[src/hw/rtl/tds_pkg.sv]
// tds_pkg: shared types and constants of the tabulated distribution sampler
// used by tds_divider and tabulated_distribution_sampler; no dependencies
package tds_pkg;

  localparam int unsigned TableDepth = 64;
  localparam int unsigned AddrW      = 6;
  localparam int unsigned FracBits   = 24;
  localparam int unsigned DvdW       = 41;  // probability shifted up by 16
  localparam int unsigned DvsW       = 25;

  // item kinds
  localparam logic [2:0] OP_LOAD   = 3'd0;
  localparam logic [2:0] OP_STAIR  = 3'd1;
  localparam logic [2:0] OP_LINE   = 3'd2;
  localparam logic [2:0] OP_DISCR  = 3'd3;
  localparam logic [2:0] OP_RANK   = 3'd4;
  localparam logic [2:0] OP_RPROB  = 3'd5;
  localparam logic [2:0] OP_BIAS   = 3'd6;
  localparam logic [2:0] OP_NONE   = 3'd7;

  localparam logic [1:0] ST_OK     = 2'd0;
  localparam logic [1:0] ST_PAST   = 2'd1;
  localparam logic [1:0] ST_ZBIN   = 2'd2;

  localparam logic [23:0] WeightOne = 24'h010000;
  localparam logic [23:0] WeightMax = 24'hFFFFFF;

  // one table row: all four tables share an address
  typedef struct packed {
    logic [24:0] cum;
    logic [24:0] bias;
    logic [31:0] val;
    logic [23:0] dens;
  } entry_t;

endpackage

[src/hw/rtl/tds_divider.sv]
// tds_divider: restoring unsigned divider, one quotient bit per cycle
// depends on tds_pkg for operand widths
module tds_divider
  import tds_pkg::*;
(
  input  logic            clk_i,
  input  logic            rst_ni,
  input  logic            start_i,
  input  logic [DvdW-1:0] dividend_i,
  input  logic [DvsW-1:0] divisor_i,
  output logic            busy_o,
  output logic            done_o,
  output logic [DvdW-1:0] quot_o
);

  logic [DvdW-1:0] quo_q, quo_d;
  logic [DvsW-1:0] rem_q, rem_d, dvs_q, dvs_d;
  logic [5:0]      cnt_q, cnt_d;
  logic            busy_q, busy_d, done_q, done_d;
  logic [DvsW:0]   shift;
  logic [DvsW:0]   diff;
  logic            ge;

  // one shift and trial subtract per cycle
  always_comb begin
    shift  = {rem_q, quo_q[DvdW-1]};
    diff   = shift - {1'b0, dvs_q};
    ge     = (shift >= {1'b0, dvs_q});
    quo_d  = quo_q;
    rem_d  = rem_q;
    dvs_d  = dvs_q;
    cnt_d  = cnt_q;
    busy_d = busy_q;
    done_d = 1'b0;
    if (start_i) begin
      quo_d  = dividend_i;
      rem_d  = '0;
      dvs_d  = divisor_i;
      cnt_d  = '0;
      busy_d = 1'b1;
    end else if (busy_q) begin
      quo_d = {quo_q[DvdW-2:0], ge};
      rem_d = ge ? diff[DvsW-1:0] : shift[DvsW-1:0];
      cnt_d = cnt_q + 6'd1;
      if (cnt_q == 6'(DvdW - 1)) begin
        busy_d = 1'b0;
        done_d = 1'b1;
      end
    end
  end

  always_ff @(posedge clk_i or negedge rst_ni) begin
    if (!rst_ni) begin
      busy_q <= 1'b0;
      done_q <= 1'b0;
      cnt_q  <= '0;
    end else begin
      busy_q <= busy_d;
      done_q <= done_d;
      cnt_q  <= cnt_d;
    end
  end

  always_ff @(posedge clk_i) begin
    quo_q <= quo_d;
    rem_q <= rem_d;
    dvs_q <= dvs_d;
  end

  assign busy_o = busy_q;
  assign done_o = done_q;
  assign quot_o = quo_q;

  // a result is flagged only at the end of a run
  a_done_after_busy: assert property (@(posedge clk_i) disable iff (!rst_ni)
    done_q |-> $past(busy_q)) else $error("divider done without run");
  a_no_restart: assert property (@(posedge clk_i) disable iff (!rst_ni)
    busy_q && !start_i && cnt_q != 6'(DvdW - 1) |=> busy_q)
    else $error("divider stopped early");
  a_rem_bound: assert property (@(posedge clk_i) disable iff (!rst_ni)
    busy_q && !start_i |=> rem_q < dvs_q) else $error("divider remainder too large");

endmodule

[config.mk]
export PLATFORM = sky130hd
export DESIGN_NAME = tds_divider
export DESIGN_NICKNAME = d
export VERILOG_FILES = /design/src/hw/rtl/tds_pkg.sv /design/src/hw/rtl/tds_divider.sv
export SDC_FILE = /design/constraint.sdc
export NUM_CORES = 1
export LEC_CHECK = 0
export ABC_CLOCK_PERIOD_IN_PS = 3730
export BUFFER_PORTS_ARGS = -buffer_cell sky130_fd_sc_hd__buf_2
export CORE_MARGIN = 1.5
export CORE_UTILIZATION = 55
export CTS_CLUSTER_DIAMETER = 100
export DETAILED_ROUTE_END_ITERATION = 8
export GPL_ROUTABILITY_DRIVEN = 0
export MAX_ROUTING_LAYER = met4
export PLACE_DENSITY = 0.92
export SYNTH_ARGS = -nofsm -noshare
export SYNTH_HDL_FRONTEND = slang
export SYNTH_SLANG_ARGS = --single-unit
export TNS_END_PERCENT = 50
[constraint.sdc]
create_clock -name clk_i -period 3.73 [get_ports clk_i]
set_clock_uncertainty 0.1 [all_clocks]
set_input_delay 0.1865 -clock clk_i [delete_from_list [all_inputs] [get_ports clk_i]]
set_output_delay 0.1865 -clock clk_i [all_outputs]
set_load 0.02 [all_outputs]
==> flow_summary.yaml <==
layout:
  final_nets: 711
  layout_common_cells: "buf_2, edfxtp_1, nor2_1, mux2_2, inv_1"
  final_common_cell: "buf_2"
  layout.cells.non_filler: 748
  n_antenna_cell: 0
  drive_gt1_frac: 0.291
  seq_area_um2: 2680
  utilization: 0.702
  multi_input_area_um2: 2450
  n_fill_cell: 677
  area_growth_pct: 22.2
clock_network:
  h-tree-depth: 3
  path_clk_slew_ns: 0.11
  cts_root_buffer: "clkbuf_8"
  cts_tree: "built"
  post_cts_buffers: 0
  clk_latency_ns: 0.37
  cts_max_path_buffers: 2
  cts_made_buffers: 9
  cts_sinks: 99
synthesis:
  netlist_area_um2: 5360
  synth_fa_ha_area_frac: 0.0668
  syn_avg_cell_area_um2: 11.3
  async_flop_share: 0.0808
  synthSimpleGateAreaFrac: 0.0934
  synth_compound_area_frac: 0.127
  synth-xor-area-share: 0.0360
  ys_seq_elements: 99
  synth_edf_count: 66
  netlist_instances: 475
  yosysWarnings: 0
  synth_top_family_by_area: "multiplexers"
  syn_nets: 572
  ys_seq_area_frac: 0.501
  ys_types: 55
  synth.area.mux_share: 0.132
  synth-main-ff-cell: "edfxtp_1"
route:
  dr.pass1.iters: 4
  ant_nets: 0
  post_drt_wl_per_cell_um: 16.1
  dr.first_iter.drc_count: 217
  wl_um: 12100
  vias_per_cell: 5.59
  drc: 0
  num_vias: 4185
timing:
  tightestPinTransition_ns: 0.815
  hold_viol: 0
  slew_headroom: 0.457
  rsz0062_at_grt: "no"
  tns_ns: 0
  finalSetupViolCount: 0
  fin_crit_ns: 3.37
  slew_viol_final: 0
  fmax_mhz: 297
  post-route-period-util: 0.902
power:
  p_per_area_nw_per_um2: 578
  total_power_uw: 3780
  leakage_uw: 0.00294
  max-vdd-ir-drop_mv: 0.309
global_route:
  grt-ovfl-total: 0
  grt_antenna_before_repair: 0
  grt_usage: 0.250
  grt_pass1_vias: 4272
  grt_max_degree: 71
  grt_first_pass_wirelength_um: 19500
worst_setup_path:
  crit_type: "register to register"
  timing.rr.start: "quot_o[40]$_DFFE_PP_"
  r2r_slack_ns: 0.36
  start_kind: "register"
  timing.rr.end: "rem_q[7]$_SDFFE_PP0P_"
  critical_path_required_ns: 3.90
  startpoint: "quot_o[40]$_DFFE_PP_"
  endpoint_kind: "register"
  r2r_cells: 12
  crit_path_end: "rem_q[7]$_SDFFE_PP0P_"
  worst-path-max-fanout: 30
  cp.arrival_ns: 3.53
placement:
  dp_cells: 698
  dp_hpwl_um: 8120
  port_buffers: 111
die:
  core-area_um2: 9330
  die_area_um2: 10300
  die_h_um: 102
  ios: 112
  fp.dieW_um: 102
  start_util: 0.574
  rows: 35
hold_path:
  hold_class: "input port to register"
  hold_start: "dividend_i[15]"
run:
  cap_violations: 0
run_status:
  status: "complete, no violations"
registers in the layout, indices dropped and copies added, names as in the netlist:
name and count:
rem_q 25, busy_o 1, dvs_q 25, cnt_q 6, quot_o 41, done_o 1
metal layers:
| layer | global-route usage | vias to the layer above | wire length, um |
|---|---|---|---|
| met4 | 0.0929 | 0 | 227 |
| li1 | - | 2014 | - |
| met5 | - | - | 0 |
| met3 | 0.0566 | 21 | 729 |
| met2 | 0.409 | 160 | 5850 |
| met1 | 0.303 | 1990 | 5260 |
cells in the mapped netlist, types with 2 or more instances:
library cell,instances,area share
a22o_1,2,0.0033
nand4_1,10,0.012
dfxtp_1,25,0.093
o211ai_2,2,0.0047
a21oi_1,16,0.015
xor2_1,12,0.020
dfrtp_1,8,0.037
nand2_1,22,0.015
a211oi_1,21,0.029
mux2_1,2,0.0042
a31o_2,3,0.0049
mux2i_1,21,0.039
o211a_1,2,0.0037
edfxtp_1,66,0.37
nand3_1,8,0.0075
a31oi_1,3,0.0035
nand2b_1,2,0.0023
buf_1,4,0.0028
a21o_1,13,0.018
a211o_1,2,0.0033
ha_1,27,0.063
clkbuf_1,12,0.0084
o21bai_1,2,0.0028
mux2_2,41,0.086
nor2b_1,4,0.0047
o21ai_0,13,0.012
nor3_1,5,0.0047
o21a_1,4,0.0056
nor2_1,44,0.031
inv_1,38,0.027
or3_1,7,0.0082
xnor2_1,10,0.016
buf_2,2,0.0019
report_power, final:
part | leakage (uW) | switching [uW] | internal (uW)
Clock | 0.0000978 | 399 | 287
Sequential | 0.000988 | 127 | 1370
Combinational | 0.00185 | 883 | 722
Total | 0.00294 | 1410 | 2370
how the worst min path moves through the flow:
stage,endpoint,depth (start not counted)
after floorplan,busy_o$_DFF_PN0_,0
after global placement,cnt_q[5]$_DFFE_PN0P_,1
after detailed placement,done_o$_DFF_PN0_,1
after CTS,quot_o[28]$_DFFE_PP_,2
after global routing,quot_o[27]$_DFFE_PP_,2
final,quot_o[15]$_DFFE_PP_,2
cell type report:
cell class,instances,share of cell area
inverters,38,0.0218
clock buffers,12,0.0237
well taps,129,0.0247
multi-input cells,318,0.374
flip-flops and latches,99,0.410
clock inverters,4,0.00478
repair buffers,148,0.141
critical path, stage by stage (launching register included):
cell      delay (ns)
edfxtp_1        0.41
inv_1           0.10
ha_1            0.17
inv_1           0.06
fa_1            0.41
a211oi_1        0.34
o211a_1         0.25
o211ai_2        0.12
nand3_2         0.14
nand4_1         0.12
a31o_4          0.43
mux2_1          0.38
a22o_1          0.20
stage by stage:
step	hold WS (ns)	worst slack [ns]	instance area, um2
finish	0.00819	0.365	6550
global route	0.00241	0.175	6550
CTS	0.0000821	0.242	6530
detailed placement	-0.0586	0.272	6010
global placement	-0.0664	0.453	6010
floorplan	-0.209	0.620	5360
kinds of logic (layout without fill, tap and decap cells):
logic type,count (synthesis),in the layout
AOI/OAI and AO/OA,95,95
xor gates and xnor gates,22,22
adders and majority gates,28,28
buffers and inverters,58,202
DFF,99,99
muxes,65,65
and+or+nand+nor,108,108
repair_timing:
action                     in CTS  in global routing
hold endpoints to repair       40                  1
resized for setup               0                  1
hold buffers                   33                  1
setup endpoints to repair       0                  1
Note: power is estimated with default switching activity, not from simulation.
